<file path="src/mi26_pkg.sv">
// ----------------------------------------------------------------------------
// mi26_pkg
// Shared types and constants for the 2x2 matrix inverse modulo 26 block.
// ----------------------------------------------------------------------------
package mi26_pkg;

	// Modulus and field widths
	localparam int MODULUS = 26;
	localparam int FIELD_W = 5;
	// residue width (0..MODULUS-1) and width that also holds MODULUS itself
	localparam int RES_W = $clog2(MODULUS);
	localparam int DW = $clog2(MODULUS + 1);
	// product width as split into high and low halves for the divider
	localparam int PW = 2 * DW;
	// signed Bezout coefficient width, holds -MODULUS..MODULUS
	localparam int TW = DW + 2;
	// divider step counter width
	localparam int CW = $clog2(DW + 1);

	localparam logic signed [TW-1:0] MOD_T = TW'(MODULUS);

	// Reduce a raw 5-bit entry to a residue
	typedef logic [RES_W-1:0] red_tbl_t [0:(1 << FIELD_W) - 1];

	function automatic red_tbl_t build_red_tbl();
		red_tbl_t tbl;
		for (int i = 0; i < (1 << FIELD_W); i++) begin
			tbl[i] = RES_W'(i % MODULUS);
		end
		return tbl;
	endfunction

	localparam red_tbl_t RED_TBL = build_red_tbl();

	// Channel words
	typedef struct packed {
		logic [FIELD_W-1:0] entry_a;
		logic [FIELD_W-1:0] entry_b;
		logic [FIELD_W-1:0] entry_c;
		logic [FIELD_W-1:0] entry_d;
	} mat_t;

	typedef struct packed {
		logic [FIELD_W-1:0] inv_a;
		logic [FIELD_W-1:0] inv_b;
		logic [FIELD_W-1:0] inv_c;
		logic [FIELD_W-1:0] inv_d;
		logic [FIELD_W-1:0] det_mod;
		logic [FIELD_W-1:0] det_recip;
		logic               singular;
	} res_t;

	// Divider request and response
	typedef struct packed {
		logic          start;
		logic [DW-1:0] hi;
		logic [DW-1:0] lo;
		logic [DW-1:0] divisor;
	} div_req_t;

	typedef struct packed {
		logic          done;
		logic [DW-1:0] quo;
		logic [DW-1:0] rem;
	} div_rsp_t;

endpackage

</file>
<file path="src/mi26_mat_if.sv">
// ----------------------------------------------------------------------------
// mi26_mat_if
// Valid/ready channel carrying one 2x2 matrix word.
// ----------------------------------------------------------------------------
interface mi26_mat_if
	import mi26_pkg::*;
();
	logic valid;
	logic ready;
	mat_t data;

	modport source (output valid, output data, input ready);
	modport sink (input valid, input data, output ready);
endinterface

</file>
<file path="src/mi26_res_if.sv">
// ----------------------------------------------------------------------------
// mi26_res_if
// Valid/ready channel carrying one inverse result word.
// ----------------------------------------------------------------------------
interface mi26_res_if
	import mi26_pkg::*;
();
	logic valid;
	logic ready;
	res_t data;

	modport source (output valid, output data, input ready);
	modport sink (input valid, input data, output ready);
endinterface

</file>
<file path="src/mi26_div.sv">
// ----------------------------------------------------------------------------
// mi26_div
// Restoring divider, one quotient bit per cycle. The high half of the
// dividend must be below the divisor, so the quotient fits DW bits.
// ----------------------------------------------------------------------------
module mi26_div
	import mi26_pkg::*;
(
	input  logic     clk,
	input  logic     arst_n,
	input  div_req_t req,
	output div_rsp_t rsp
);

	logic          busy_q;
	logic          done_q;
	logic [CW-1:0] cnt_q;
	logic [DW-1:0] rem_q;
	logic [DW-1:0] sh_q;
	logic [DW-1:0] dvs_q;

	logic [DW:0] trial;
	logic        ge;

	assign trial = {rem_q, sh_q[DW-1]};
	assign ge    = trial >= {1'b0, dvs_q};

	always_ff @(posedge clk or negedge arst_n) begin
		if (!arst_n) begin
			busy_q <= 1'b0;
			done_q <= 1'b0;
			cnt_q  <= '0;
		end else begin
			done_q <= 1'b0;
			if (req.start && !busy_q) begin
				busy_q <= 1'b1;
				cnt_q  <= CW'(DW);
			end else if (busy_q) begin
				cnt_q <= cnt_q - CW'(1);
				if (cnt_q == CW'(1)) begin
					busy_q <= 1'b0;
					done_q <= 1'b1;
				end
			end
		end
	end

	// payload: load on start, shift one bit per step
	always_ff @(posedge clk) begin
		if (req.start && !busy_q) begin
			rem_q <= req.hi;
			sh_q  <= req.lo;
			dvs_q <= req.divisor;
		end else if (busy_q) begin
			rem_q <= ge ? DW'(trial - {1'b0, dvs_q}) : DW'(trial);
			sh_q  <= {sh_q[DW-2:0], ge};
		end
	end

	assign rsp.done = done_q;
	assign rsp.quo  = sh_q;
	assign rsp.rem  = rem_q;

	a_no_start_busy: assert property (@(posedge clk) disable iff (!arst_n)
		busy_q |-> !req.start)
		else $error("divider started while busy");

	a_done_after_busy: assert property (@(posedge clk) disable iff (!arst_n)
		done_q |-> !busy_q && $past(busy_q))
		else $error("done without a finished pass");

	a_rem_below: assert property (@(posedge clk) disable iff (!arst_n)
		done_q |-> rem_q < dvs_q)
		else $error("remainder not below divisor");

endmodule

</file>
<file path="src/matrix_inverse_mod_26.sv">
// ----------------------------------------------------------------------------
// matrix_inverse_mod_26
// Inverse of a 2x2 matrix modulo 26, as used to invert a Hill cipher key.
// ----------------------------------------------------------------------------
// Takes one matrix word [a b; c d] on mat (entries above 25 are reduced
// first) and returns one result word on res: the inverse entries, the
// determinant modulo 26, its reciprocal and a singular flag. When the
// determinant shares a factor with 26 the flag is set and the reciprocal
// and the inverse entries are zero. Every product reduction and Euclid
// division runs through one shared restoring divider that makes one quotient
// bit per cycle. An item takes 2 passes for the determinant, one pass per
// Euclid division (at most five for modulus 26) and 4 passes for the inverse
// entries; a singular matrix skips the inverse entries.
// mat is ready only while the sequencer is idle; a finished word waits in
// the output register, so the next matrix is taken while res is stalled.
// ----------------------------------------------------------------------------
module matrix_inverse_mod_26
	import mi26_pkg::*;
(
	input  logic clk,
	input  logic arst_n,
	mi26_mat_if.sink mat,
	mi26_res_if.source res
);

	typedef enum logic [3:0] {
		ST_IDLE,
		ST_AD_GO,
		ST_AD_WT,
		ST_BC_GO,
		ST_BC_WT,
		ST_EUC_GO,
		ST_EUC_WT,
		ST_FIN,
		ST_MUL_GO,
		ST_MUL_WT,
		ST_OUT
	} state_t;

	localparam int MW = DW + TW + 1;

	state_t state_q;

	// reduced matrix entries
	logic [RES_W-1:0] a_q, b_q, c_q, d_q;
	logic [RES_W-1:0] ad_q;
	logic [RES_W-1:0] det_q;
	logic [RES_W-1:0] recip_q;
	logic             sing_q;
	// Euclid remainders and Bezout coefficients
	logic [DW-1:0]        r0_q, r1_q;
	logic signed [TW-1:0] t0_q, t1_q;
	// inverse entries and product index
	logic [1:0]       idx_q;
	logic [RES_W-1:0] ia_q, ib_q, ic_q, id_q;
	// output register
	res_t out_q;
	logic out_valid_q;

	div_req_t div_req;
	div_rsp_t div_rsp;

	mi26_div u_div (
		.clk    (clk),
		.arst_n (arst_n),
		.req    (div_req),
		.rsp    (div_rsp)
	);

	// Negated entries for the adjugate; zero stays zero
	logic [RES_W-1:0] neg_b, neg_c;
	assign neg_b = (b_q == '0) ? '0 : RES_W'(DW'(MODULUS) - DW'(b_q));
	assign neg_c = (c_q == '0) ? '0 : RES_W'(DW'(MODULUS) - DW'(c_q));

	// Multiplier operands, one product per pass
	logic [RES_W-1:0] mul_x, mul_y;
	logic [PW-1:0]    prod;

	always_comb begin
		mul_x = a_q;
		mul_y = d_q;
		case (state_q)
			ST_BC_GO: begin
				mul_x = b_q;
				mul_y = c_q;
			end
			ST_MUL_GO: begin
				mul_y = recip_q;
				case (idx_q)
					2'd0: mul_x = d_q;
					2'd1: mul_x = neg_b;
					2'd2: mul_x = neg_c;
					default: mul_x = a_q;
				endcase
			end
			default: begin
				mul_x = a_q;
				mul_y = d_q;
			end
		endcase
	end

	assign prod = PW'(mul_x) * PW'(mul_y);

	// Divider request: products reduce by the modulus, Euclid divides r0 by r1
	always_comb begin
		div_req.start   = 1'b0;
		div_req.hi      = prod[PW-1:DW];
		div_req.lo      = prod[DW-1:0];
		div_req.divisor = DW'(MODULUS);
		case (state_q)
			ST_AD_GO, ST_BC_GO, ST_MUL_GO: begin
				div_req.start = 1'b1;
			end
			ST_EUC_GO: begin
				div_req.start   = (r1_q != '0);
				div_req.hi      = '0;
				div_req.lo      = r0_q;
				div_req.divisor = r1_q;
			end
			default: begin
				div_req.start = 1'b0;
			end
		endcase
	end

	// Determinant from ad and the bc residue just out of the divider
	logic [DW:0]      det_sum;
	logic [RES_W-1:0] det_new;
	assign det_sum = (DW + 1)'(ad_q) + (DW + 1)'(MODULUS) - (DW + 1)'(div_rsp.rem);
	assign det_new = (det_sum >= (DW + 1)'(MODULUS)) ?
		RES_W'(det_sum - (DW + 1)'(MODULUS)) : RES_W'(det_sum);

	// Coefficient update t1' = t0 - q * t1
	logic signed [MW-1:0] q_s, t1_s, qt, nt;
	assign q_s  = MW'(div_rsp.quo);
	assign t1_s = MW'(t1_q);
	assign qt   = q_s * t1_s;
	assign nt   = MW'(t0_q) - qt;

	// Normalize the final coefficient to 0..MODULUS-1
	logic signed [TW-1:0] t_pos, t_norm;
	logic                 coprime;
	assign t_pos   = (t0_q < 0) ? t0_q + MOD_T : t0_q;
	assign t_norm  = (t_pos >= MOD_T) ? t_pos - MOD_T : t_pos;
	assign coprime = (r0_q == DW'(1));

	assign mat.ready = (state_q == ST_IDLE);
	assign res.valid = out_valid_q;
	assign res.data  = out_q;

	always_ff @(posedge clk or negedge arst_n) begin
		if (!arst_n) begin
			state_q     <= ST_IDLE;
			out_valid_q <= 1'b0;
			idx_q       <= '0;
		end else begin
			// load a finished word, or drop the word once taken
			if (state_q == ST_OUT && (!out_valid_q || res.ready)) begin
				out_valid_q <= 1'b1;
			end else if (out_valid_q && res.ready) begin
				out_valid_q <= 1'b0;
			end
			case (state_q)
				ST_IDLE: begin
					if (mat.valid) begin
						a_q     <= RED_TBL[mat.data.entry_a];
						b_q     <= RED_TBL[mat.data.entry_b];
						c_q     <= RED_TBL[mat.data.entry_c];
						d_q     <= RED_TBL[mat.data.entry_d];
						state_q <= ST_AD_GO;
					end
				end
				ST_AD_GO: state_q <= ST_AD_WT;
				ST_AD_WT: begin
					if (div_rsp.done) begin
						ad_q    <= RES_W'(div_rsp.rem);
						state_q <= ST_BC_GO;
					end
				end
				ST_BC_GO: state_q <= ST_BC_WT;
				ST_BC_WT: begin
					// seed Euclid with (MODULUS, det)
					if (div_rsp.done) begin
						det_q   <= det_new;
						r0_q    <= DW'(MODULUS);
						r1_q    <= DW'(det_new);
						t0_q    <= '0;
						t1_q    <= TW'(1);
						state_q <= ST_EUC_GO;
					end
				end
				ST_EUC_GO: begin
					state_q <= (r1_q == '0) ? ST_FIN : ST_EUC_WT;
				end
				ST_EUC_WT: begin
					if (div_rsp.done) begin
						r0_q    <= r1_q;
						r1_q    <= div_rsp.rem;
						t0_q    <= t1_q;
						t1_q    <= TW'(nt);
						state_q <= ST_EUC_GO;
					end
				end
				ST_FIN: begin
					sing_q  <= !coprime;
					recip_q <= coprime ? RES_W'(t_norm) : '0;
					idx_q   <= '0;
					if (coprime) begin
						state_q <= ST_MUL_GO;
					end else begin
						ia_q    <= '0;
						ib_q    <= '0;
						ic_q    <= '0;
						id_q    <= '0;
						state_q <= ST_OUT;
					end
				end
				ST_MUL_GO: state_q <= ST_MUL_WT;
				ST_MUL_WT: begin
					if (div_rsp.done) begin
						case (idx_q)
							2'd0: ia_q <= RES_W'(div_rsp.rem);
							2'd1: ib_q <= RES_W'(div_rsp.rem);
							2'd2: ic_q <= RES_W'(div_rsp.rem);
							default: id_q <= RES_W'(div_rsp.rem);
						endcase
						idx_q   <= idx_q + 2'd1;
						state_q <= (idx_q == 2'd3) ? ST_OUT : ST_MUL_GO;
					end
				end
				ST_OUT: begin
					// hold until the output register is free
					if (!out_valid_q || res.ready) begin
						out_q.inv_a     <= FIELD_W'(ia_q);
						out_q.inv_b     <= FIELD_W'(ib_q);
						out_q.inv_c     <= FIELD_W'(ic_q);
						out_q.inv_d     <= FIELD_W'(id_q);
						out_q.det_mod   <= FIELD_W'(det_q);
						out_q.det_recip <= FIELD_W'(recip_q);
						out_q.singular  <= sing_q;
						state_q         <= ST_IDLE;
					end
				end
				default: state_q <= ST_IDLE;
			endcase
		end
	end

	a_accept_leaves_idle: assert property (@(posedge clk) disable iff (!arst_n)
		mat.valid && mat.ready |=> state_q == ST_AD_GO)
		else $error("accepted word did not start a pass");

	a_done_in_wait: assert property (@(posedge clk) disable iff (!arst_n)
		div_rsp.done |-> state_q == ST_AD_WT || state_q == ST_BC_WT ||
			state_q == ST_EUC_WT || state_q == ST_MUL_WT)
		else $error("divider result with no pass waiting");

	a_singular_zero: assert property (@(posedge clk) disable iff (!arst_n)
		out_valid_q && out_q.singular |-> out_q.det_recip == '0 &&
			out_q.inv_a == '0 && out_q.inv_b == '0 &&
			out_q.inv_c == '0 && out_q.inv_d == '0)
		else $error("singular word carries a nonzero inverse");

endmodule

</file>
<file path="src/flat_wrapper.sv">
// flat-port wrapper written by rule: the top's interface ports become plain ports
module matrix_inverse_mod_26_flat import mi26_pkg::*;
  (clk, arst_n, mat_valid, mat_data, mat_ready, res_valid, res_data, res_ready);
  mi26_mat_if mat_i ();
  mi26_res_if res_i ();
  input  logic clk;
  input  logic arst_n;
  input wire logic [$bits(mat_i.valid)-1:0] mat_valid;
  input wire logic [$bits(mat_i.data)-1:0] mat_data;
  output wire logic [$bits(mat_i.ready)-1:0] mat_ready;
  output wire logic [$bits(res_i.valid)-1:0] res_valid;
  output wire logic [$bits(res_i.data)-1:0] res_data;
  input wire logic [$bits(res_i.ready)-1:0] res_ready;
  assign mat_i.valid = mat_valid;
  assign mat_i.data = mat_data;
  assign mat_ready = mat_i.ready;
  assign res_valid = res_i.valid;
  assign res_data = res_i.data;
  assign res_i.ready = res_ready;
  matrix_inverse_mod_26 u_core (.clk(clk), .arst_n(arst_n), .mat(mat_i), .res(res_i));
endmodule
</file>
<file path="config.mk">
export PLATFORM = sky130hd
export DESIGN_NAME = matrix_inverse_mod_26_flat
export DESIGN_NICKNAME = d
export VERILOG_FILES = /design/src/mi26_pkg.sv /design/src/mi26_mat_if.sv /design/src/mi26_res_if.sv /design/src/mi26_div.sv /design/src/matrix_inverse_mod_26.sv /design/src/flat_wrapper.sv
export SDC_FILE = /design/constraint.sdc
export NUM_CORES = 1
export LEC_CHECK = 0
export BUFFER_PORTS_ARGS = -buffer_cell sky130_fd_sc_hd__buf_2
export CAP_MARGIN = 20
export CORE_ASPECT_RATIO = 0.5
export CORE_MARGIN = 2
export CORE_UTILIZATION = 61
export CTS_BUF_LIST = sky130_fd_sc_hd__clkbuf_4 sky130_fd_sc_hd__clkbuf_8 sky130_fd_sc_hd__clkbuf_16
export CTS_CLUSTER_DIAMETER = 60
export DETAILED_ROUTE_END_ITERATION = 16
export PLACE_DENSITY = 0.8
export SETUP_SLACK_MARGIN = 0.4
export SYNTH_ARGS = -nofsm -noshare
export SYNTH_HDL_FRONTEND = slang
export SYNTH_SLANG_ARGS = --single-unit
</file>
<file path="constraint.sdc">
create_clock -name clk -period 6.45 [get_ports clk]
set_input_delay 0.645 -clock clk [delete_from_list [all_inputs] [get_ports clk]]
set_output_delay 0.645 -clock clk [all_outputs]
set_load 0.02 [all_outputs]
</file>
==> impl_table.tex, run 1 <==
\begin{tabular}{lr}
\hline
Metric & Value \\
\hline
\multicolumn{2}{l}{\textbf{Global route}} \\
GRT Total Usage & 25.2\% \\
Via count of the first global-routing pass & 5515 \\
First-pass GRT wire length & 27700 um \\
Largest net degree at the start of global routing & 26 \\
Antenna violations before repair & 0 \\
Congestion Overflow GR & 0 \\
\multicolumn{2}{l}{\textbf{Final layout}} \\
Synth-to-Final Area Change & 13.2\% \\
Count of filler cells inserted in the layout & 868 \\
Fraction of layout cells with a size suffix above 1 & 14.1\% \\
Post-route non-filler standard cell count & 979 \\
N\_diodes & 0 \\
Area taken by multi-input logic gates & 3740 um2 \\
Final Instance Area & 9260 um2 \\
Number of nets in the layout & 903 \\
Register area & 4080 um2 \\
Max reg flops & 31 \\
\multicolumn{2}{l}{\textbf{Run status}} \\
Result of the run & completed \\
\multicolumn{2}{l}{\textbf{Timing}} \\
Fmax & 0.187 GHz \\
Transition time at the pin with the least slew margin & 0.888 ns \\
Setup Total Neg Slack & 0 ns \\
Setup repair after global routing missed its margin & false \\
Number of failing hold endpoints at the final stage & 0 \\
Shortest period the worst path allows & 5.35 ns \\
Setup clock skew after layout & 0.0127 ns \\
Tightest slew margin relative to the limit & 40.8\% \\
Max-slew violation count & 0 \\
Final cycle utilization of the critical path & 82.9\% \\
Count of endpoints failing setup in the final report & 0 \\
\multicolumn{2}{l}{\textbf{Power}} \\
Total leakage power & 3.80 nW \\
Pwr dens & 540 nW/um2 \\
Peak supply drop & 0.332 mV \\
\multicolumn{2}{l}{\textbf{Drt}} \\
Number of nets still failing antenna checks after routing & 0 \\
Sum of routed wire length over all layers & 17100 um \\
1st-iter DRT viols & 427 \\
Average wire length per cell after detail routing & 17.5 um \\
Vias & 5668 \\
Count of TritonRoute iterations in the first routing pass & 5 \\
Number of DRC violations after detailed routing & 0 \\
Vias per cell & 5.79 \\
\multicolumn{2}{l}{\textbf{Yosys}} \\
Simple-gate area share of the yosys netlist & 14.7\% \\
Top post-synthesis cells by count & sky130\_fd\_sc\_hd\_\_edfxtp\_1 (126), sky130\_fd\_sc\_hd\_\_inv\_1 (76), sky130\_fd\_sc\_hd\_\_nand2\_1 (67) \\
Number of cells produced by synthesis & 730 \\
Top cell type by total area after synthesis & sky130\_fd\_sc\_hd\_\_edfxtp\_1 \\
Parity-gate share of the synthesized area counting xor and xnor cells & 3.75\% \\
Post-synthesis cell area & 8180 um2 \\
Proportion of netlist area held by the largest area contributor & 46.3\% \\
Post-synth cell types & 62 \\
Top FF cell, synth & sky130\_fd\_sc\_hd\_\_edfxtp\_1 \\
Adder-cell area share of the yosys netlist & 14.8\% \\
Mapped Nets & 837 \\
Register area share after synthesis & 49.9\% \\
Synth Area in Compound Gates & 10.7\% \\
Dominant combinational cell family by area after synthesis & adder cells \\
Cell with the most instances after synthesis & sky130\_fd\_sc\_hd\_\_edfxtp\_1 \\
FFs w/ async S/R, synth & 8.70\% \\
Portion of netlist area occupied by mux cells & 1.70\% \\
Cell types occupying the most area after synthesis & sky130\_fd\_sc\_hd\_\_edfxtp\_1 (46\%), sky130\_fd\_sc\_hd\_\_ha\_1 (9.2\%), sky130\_fd\_sc\_hd\_\_fa\_1 (5.6\%), sky130\_fd\_sc\_hd\_\_dfrtp\_1 (3.7\%), sky130\_fd\_sc\_hd\_\_inv\_1 (3.5\%) \\
Post-synthesis register bit count & 138 \\
Synth Warn \# & 0 \\
Number of synthesized flops with an enable pin & 126 \\
Average footprint of a synthesized cell & 11.2 um2 \\
\multicolumn{2}{l}{\textbf{CTS}} \\
Clock transition at the register clock pins on the worst setup and hold paths after CTS & 0.06 ns \\
Maximum clock insertion buffer count & 2 \\
Quantity of hold-fixing buffers added after cts & 0 \\
TritonCTS clock tree & done \\
H-tree depth & 4 \\
Clock tree root driver cell & sky130\_fd\_sc\_hd\_\_clkbuf\_16 \\
Number of buffers created by CTS & 17 \\
Number of clock sinks & 138 \\
Clk\_lat worst skew & 0.43 ns \\
Buffers inserted by post-CTS timing repair & 0 \\
Post-cts sizing count & 0 \\
\multicolumn{2}{l}{\textbf{Die}} \\
Die outline height & 85.9 um \\
Placement Rows & 29 \\
Initial core utilization & 63.5\% \\
Width of the chip & 168 um \\
Floorplan core area & 12900 um2 \\
Number of ports placed on the die boundary & 57 \\
Die ar. & 14400 um2 \\
\multicolumn{2}{l}{\textbf{Job}} \\
Max-capacitance violation count & 0 \\
\multicolumn{2}{l}{\textbf{Placement}} \\
Number of placed instances, taps included & 947 \\
IO buf count & 56 \\
Half-perimeter wire length of the detailed placement result & 12600 um \\
Cell Area, Placed & 8630 um2 \\
Routability congestion estimate from global placement & 0.894 \\
\multicolumn{2}{l}{\textbf{Setup path}} \\
Critical Path RT & 6.60 ns \\
Type of the worst setup path & register to register \\
Startpoint type of the worst setup path & register \\
CP max FO & 5 \\
Endpoint arrival time on the critical path & 5.50 ns \\
Critical Path Sink Type & register \\
\multicolumn{2}{l}{\textbf{Worst hold path}} \\
Worst min path class & input pin to asynchronous set/reset pin \\
\hline
\end{tabular}
-- where the power goes --
group	switching (mW)	total [mW]	leakage [nW]	internal, mW
combinational	1.47	2.61	2.19	1.14
sequential	0.154	1.35	1.31	1.19
clock	0.441	1.04	0.304	0.594
total	2.07	4.99	3.80	2.93
-- cell usage in the layout (no fill, tap or decap), types with 5 or more instances in the layout --
| master | count |
|---|---|
| sky130_fd_sc_hd__dfrtp_1 | 12 |
| sky130_fd_sc_hd__a21boi_0 | 10 |
| sky130_fd_sc_hd__xor2_1 | 7 |
| sky130_fd_sc_hd__ha_1 | 60 |
| sky130_fd_sc_hd__fa_1 | 23 |
| sky130_fd_sc_hd__a21oi_1 | 33 |
| sky130_fd_sc_hd__or3_1 | 8 |
| sky130_fd_sc_hd__nor3_1 | 6 |
| sky130_fd_sc_hd__nor2_1 | 54 |
| sky130_fd_sc_hd__o21a_1 | 9 |
| sky130_fd_sc_hd__clkbuf_16 | 17 |
| sky130_fd_sc_hd__mux2i_1 | 6 |
| sky130_fd_sc_hd__o21ai_0 | 24 |
| sky130_fd_sc_hd__nand3_1 | 13 |
| sky130_fd_sc_hd__nor2b_1 | 8 |
| sky130_fd_sc_hd__or2_2 | 8 |
| sky130_fd_sc_hd__mux2_2 | 7 |
| sky130_fd_sc_hd__edfxtp_1 | 126 |
| sky130_fd_sc_hd__xnor2_1 | 28 |
| sky130_fd_sc_hd__o22ai_1 | 6 |
| sky130_fd_sc_hd__buf_2 | 56 |
| sky130_fd_sc_hd__a21o_1 | 7 |
| sky130_fd_sc_hd__and2_1 | 41 |
| sky130_fd_sc_hd__inv_8 | 5 |
| sky130_fd_sc_hd__inv_1 | 76 |
| sky130_fd_sc_hd__o21ai_1 | 5 |
| sky130_fd_sc_hd__a31oi_1 | 5 |
| sky130_fd_sc_hd__nand2_1 | 67 |
| sky130_fd_sc_hd__nand2b_1 | 14 |
| sky130_fd_sc_hd__a22oi_1 | 6 |
-- logic make-up (layout without fill, tap and decap cells) --
group                    count (synthesis)  count (layout)
AO/OA/AOI/OAI                          134             134
XOR/XNOR                                35              35
AND/OR/NAND/NOR                        238             238
multiplexers                            13              13
buffers and inverters                   89             168
flip-flops                             138             138
adder cells (fa/ha/maj)                 83              83
-- metrics by stage --
stage,utilization [%],total power [mW],setup WS [ns],hold slack (ns)
after global placement,67.0,3.77,1.33,0.402
after global routing,71.9,5.39,0.764,0.144
after detailed placement,67.0,3.89,1.19,0.405
after CTS,71.9,4.98,1.12,0.130
after floorplan,-,3.35,1.72,0.349
final,71.9,4.99,1.10,0.127
-- layer usage --
layer,up-vias,GRT usage [%],part of all wire (%)
li1,2698,-,-
met1,2698,34.9,46
met2,241,39.3,44
met3,31,6.51,8.3
met4,0,9.01,1.8
met5,-,0,0
-- worst max-delay path, cell delays in order, from the launching register on --
cell and delay (ns):
sky130_fd_sc_hd__edfxtp_1 0.44, sky130_fd_sc_hd__inv_1 0.10, sky130_fd_sc_hd__ha_1 0.16, sky130_fd_sc_hd__or3b_1 0.36
sky130_fd_sc_hd__o21ai_0 0.29, sky130_fd_sc_hd__o2bb2a_1 0.18, sky130_fd_sc_hd__o21ai_0 0.06, sky130_fd_sc_hd__a21oi_1 0.43
sky130_fd_sc_hd__or2_2 0.22, sky130_fd_sc_hd__fa_1 0.41, sky130_fd_sc_hd__fa_1 0.51, sky130_fd_sc_hd__fa_1 0.56
sky130_fd_sc_hd__inv_1 0.05, sky130_fd_sc_hd__ha_1 0.33, sky130_fd_sc_hd__nor2b_1 0.18, sky130_fd_sc_hd__o31a_1 0.28
sky130_fd_sc_hd__o21a_1 0.19, sky130_fd_sc_hd__nor3_1 0.11, sky130_fd_sc_hd__nand4b_1 0.12, sky130_fd_sc_hd__o21ai_1 0.07
-- area by class of cell --
cell class                 count  area share [%]
multi-input combinational    503            40.4
sequential                   138            44.1
timing repair buffer          60            3.35
clock inverter                15            2.16
inverter                      76            3.08
tap                          170            2.30
clock buffer                  17            4.60
-- final timing paths --
kind,endpoint,depth (start not counted),slack [ns],startpoint
max,u_core.u_div.rem_q[3],19,1.10,u_core.c_q[0]
max reg2reg,u_core.u_div.rem_q[3],19,1.10,u_core.c_q[0]
min reg2reg,u_core.res.data[26],0,0.41,u_core.ia_q[0]
min,u_core.idx_q[0],1,0.13,arst_n
max in group asynchronous,u_core.state_q[1],1,6.05,arst_n
min in group clk,u_core.d_q[0],1,0.39,mat_data[0]
(Power assumes the default switching activity.)
==> run 2: changes to the inputs <==
--- a/config.mk
+++ b/config.mk
@@ -9,11 +9,11 @@
 export CAP_MARGIN = 20
 export CORE_ASPECT_RATIO = 0.5
 export CORE_MARGIN = 2
-export CORE_UTILIZATION = 61
+export CORE_UTILIZATION = 55
 export CTS_BUF_LIST = sky130_fd_sc_hd__clkbuf_4 sky130_fd_sc_hd__clkbuf_8 sky130_fd_sc_hd__clkbuf_16
 export CTS_CLUSTER_DIAMETER = 60
 export DETAILED_ROUTE_END_ITERATION = 16
-export PLACE_DENSITY = 0.8
+export PLACE_DENSITY = 0.77
 export SETUP_SLACK_MARGIN = 0.4
 export SYNTH_ARGS = -nofsm -noshare
 export SYNTH_HDL_FRONTEND = slang
==> constraint.sdc (replaced) <==
create_clock -name clk -period 4.9 [get_ports clk]
set_input_delay 0.49 -clock clk [delete_from_list [all_inputs] [get_ports clk]]
set_output_delay 0.49 -clock clk [all_outputs]
set_load 0.02 [all_outputs]
==> impl_table.tex, run 2 (synthesis gave the netlist of run 1 again) <==
\begin{tabular}{lr}
\hline
Metric & Value \\
\hline
\multicolumn{2}{l}{\textbf{Run status}} \\
Result of the run & completed \\
\multicolumn{2}{l}{\textbf{CTS}} \\
Clock tree root driver cell & sky130\_fd\_sc\_hd\_\_clkbuf\_16 \\
Maximum clock insertion buffer count & 2 (unchanged) \\
Clock transition at the register clock pins on the worst setup and hold paths after CTS & 0.07 ns (about the same) \\
TritonCTS clock tree & done \\
H-tree depth & 4 (unchanged) \\
Clk\_lat worst skew & 0.43 ns (about the same) \\
Number of buffers created by CTS & 17 (unchanged) \\
Number of clock sinks & 138 (unchanged) \\
\multicolumn{2}{l}{\textbf{Worst hold path}} \\
Worst min path class & input pin to register \\
Worst hold start & mat\_data[0] \\
Worst Hold Depth & 1 \\
End point of the most critical hold path & u\_core.d\_q[0] \\
\multicolumn{2}{l}{\textbf{Power}} \\
Total Power Consumption & 6.80 mW (+36\%) \\
Total leakage power & 3.90 nW (+2.6\%) \\
Pwr dens & 711 nW/um2 (+32\%) \\
Peak supply drop & 0.440 mV (+33\%) \\
\multicolumn{2}{l}{\textbf{Final layout}} \\
Count of filler cells inserted in the layout & 1101 (+27\%) \\
Most frequent standard cell in the layout excluding fill and tap cells & sky130\_fd\_sc\_hd\_\_edfxtp\_1 \\
Synth-to-Final Area Change & 16.9\% \\
N\_diodes & 0 (unchanged) \\
Area taken by multi-input logic gates & 3870 um2 (+3.5\%) \\
Register area & 4090 um2 (about the same) \\
Fraction of layout cells with a size suffix above 1 & 18.7\% (+4.6 points) \\
Layout Utilization & 65.9\% (-6.0 points) \\
Final Instance Area & 9560 um2 (+3.3\%) \\
Max reg flops & 31 (unchanged) \\
Number of nets in the layout & 924 (+2.3\%) \\
Post-route non-filler standard cell count & 1028 (+5.0\%) \\
Top library cells by usage in the layout, fill and taps aside & sky130\_fd\_sc\_hd\_\_edfxtp\_1 (126), sky130\_fd\_sc\_hd\_\_inv\_1 (74), sky130\_fd\_sc\_hd\_\_nand2\_1 (66) \\
\multicolumn{2}{l}{\textbf{Die}} \\
Width of the chip & 176 um (+5.2\%) \\
Die outline height & 90.2 um (+5.1\%) \\
Number of ports placed on the die boundary & 57 (unchanged) \\
Floorplan core area & 14500 um2 (+13\%) \\
Initial core utilization & 56.4\% (-7.1 points) \\
Die ar. & 15900 um2 (+11\%) \\
Placement Rows & 31 (+6.9\%) \\
\multicolumn{2}{l}{\textbf{Timing}} \\
Final cycle utilization of the critical path & 94.4\% (+11 points) \\
Setup repair after global routing missed its margin & true \\
Setup clock skew after layout & 0.0112 ns (-0.00149 ns) \\
Transition time at the pin with the least slew margin & 0.872 ns (-0.0164 ns) \\
Shortest period the worst path allows & 4.62 ns (-0.724 ns) \\
Count of endpoints failing setup in the final report & 0 (unchanged) \\
Max-slew violation count & 0 (unchanged) \\
Number of failing hold endpoints at the final stage & 0 (unchanged) \\
Setup slack after layout & 0.276 ns (-0.826 ns) \\
Fmax & 0.216 GHz (+16\%) \\
Setup Total Neg Slack & 0 ns (unchanged) \\
Tightest slew margin relative to the limit & 41.9\% (+1.1 points) \\
Hold\_ws & 0.240 ns (+0.112 ns) \\
\multicolumn{2}{l}{\textbf{Drt}} \\
Number of nets still failing antenna checks after routing & 0 (unchanged) \\
Number of DRC violations after detailed routing & 0 (unchanged) \\
Average wire length per cell after detail routing & 16.3 um (-6.5\%) \\
1st-iter DRT viols & 501 (+17\%) \\
Vias & 5730 (+1.1\%) \\
Sum of routed wire length over all layers & 16800 um (-1.8\%) \\
Vias per cell & 5.57 (-3.7\%) \\
Count of TritonRoute iterations in the first routing pass & 5 (unchanged) \\
\multicolumn{2}{l}{\textbf{Setup path}} \\
Critical Path RT & 5.07 ns (-1.53 ns) \\
Register-to-register setup slack & 0.28 ns (-0.83 ns) \\
CP Buf/Inv Count & 3 (+1) \\
Reg-to-Reg End & u\_core.u\_div.rem\_q[3] \\
Type of the worst setup path & register to register \\
CP max FO & 5 (unchanged) \\
Beginning of the worst register-to-register path & u\_core.b\_q[1] \\
Startpoint type of the worst setup path & register \\
Critical Path Sink Type & register \\
Endpoint arrival time on the critical path & 4.80 ns (-0.70 ns) \\
Slowest CP cell & sky130\_fd\_sc\_hd\_\_fa\_1 \\
Worst path max stage delay & 0.50 ns (-0.06 ns) \\
Largest delay contributor family on the critical path & adder cells \\
Crit-path cells & inv\_1, ha\_1, inv\_1, o311a\_1, o21ai\_1, a31oi\_1, a221o\_1, nand2\_2, fa\_1, fa\_1, fa\_1, inv\_2, ha\_4, nor2b\_4, o31a\_1, o21a\_1, nor3\_1, nand4b\_1, o21ai\_1 \\
FF-to-FF path depth & 19 (unchanged) \\
Cell with the most instances on the worst path & sky130\_fd\_sc\_hd\_\_fa\_1 \\
\multicolumn{2}{l}{\textbf{Placement}} \\
Pre-CTS WS & 0.187 ns (-1.01 ns) \\
Cell Area, Placed & 8750 um2 (+1.3\%) \\
Half-perimeter wire length of the detailed placement result & 12300 um (-2.0\%) \\
Number of placed instances, taps included & 983 (+3.8\%) \\
Routability congestion estimate from global placement & 0.876 (-2.0\%) \\
IO buf count & 56 (unchanged) \\
\multicolumn{2}{l}{\textbf{Global route}} \\
Via count of the first global-routing pass & 5592 (+1.4\%) \\
Largest net degree at the start of global routing & 26 (unchanged) \\
Antenna violations before repair & 0 (unchanged) \\
GRT Total Usage & 22.2\% (-3.0 points) \\
First-pass GRT wire length & 27400 um (-1.3\%) \\
Congestion Overflow GR & 0 (unchanged) \\
\multicolumn{2}{l}{\textbf{Job}} \\
Max-capacitance violation count & 0 (unchanged) \\
\hline
\end{tabular}
[run 2: repair_timing]
| item | CTS | global route |
|---|---|---|
| setup buffers | 4 | 8 |
| endpoints found under the setup margin | 4 | 5 |
| endpoints found under the hold margin | 12 | 0 |
| hold buffers | 1 | 0 |
| pin swaps | 1 | 2 |
| resized for setup | 6 | 19 |
[run 2: worst max path at each step]
stage / from / end / slack (ns) / cells past startpoint
2_1_floorplan: u_core.c_q[0] / u_core.u_div.rem_q[3] / 0.46 / 19
3_3_place_gp: u_core.b_q[0] / u_core.u_div.rem_q[3] / 0.33 / 19
3_5_place_dp: u_core.b_q[0] / u_core.u_div.rem_q[3] / 0.19 / 19
4_1_cts: u_core.c_q[0] / u_core.u_div.rem_q[3] / 0.28 / 19
5_1_grt: u_core.c_q[0] / u_core.u_div.rem_q[3] / 0.05 / 19
6_report: u_core.b_q[1] / u_core.u_div.rem_q[3] / 0.28 / 19
[run 2: final cells by class]
| type | count | share of cell area [%] |
|---|---|---|
| clock buffer | 17 | 4.45 |
| clock inverter | 15 | 1.82 |
| inverter | 76 | 2.98 |
| multi-input combinational | 503 | 40.5 |
| sequential | 138 | 42.7 |
| tap | 198 | 2.59 |
| timing repair buffer | 81 | 4.92 |
[run 2: metal layers]
layer	track usage [%]	part of all wire (%)	vias to the layer above
li1	-	-	2744
met1	31.2	46	2737
met2	34.3	44	209
met3	5.12	7.6	40
met4	7.58	2.2	0
met5	0	0	-
[run 2: worst reg2reg max path: stages, from the launching register on]
cell	delay, ns
sky130_fd_sc_hd__edfxtp_1	0.41
sky130_fd_sc_hd__inv_1	0.11
sky130_fd_sc_hd__ha_1	0.18
sky130_fd_sc_hd__inv_1	0.09
sky130_fd_sc_hd__o311a_1	0.36
sky130_fd_sc_hd__o21ai_1	0.17
sky130_fd_sc_hd__a31oi_1	0.11
sky130_fd_sc_hd__a221o_1	0.34
sky130_fd_sc_hd__nand2_2	0.10
sky130_fd_sc_hd__fa_1	0.40
sky130_fd_sc_hd__fa_1	0.46
sky130_fd_sc_hd__fa_1	0.50
sky130_fd_sc_hd__inv_2	0.05
sky130_fd_sc_hd__ha_4	0.22
sky130_fd_sc_hd__nor2b_4	0.13
sky130_fd_sc_hd__o31a_1	0.26
sky130_fd_sc_hd__o21a_1	0.19
sky130_fd_sc_hd__nor3_1	0.11
sky130_fd_sc_hd__nand4b_1	0.13
sky130_fd_sc_hd__o21ai_1	0.06
[run 2: power by group]
part | total (mW) | internal [mW] | switching (mW)
Clock | 1.28 | 0.688 | 0.588
Sequential | 1.74 | 1.57 | 0.174
Combinational | 3.78 | 1.73 | 2.05
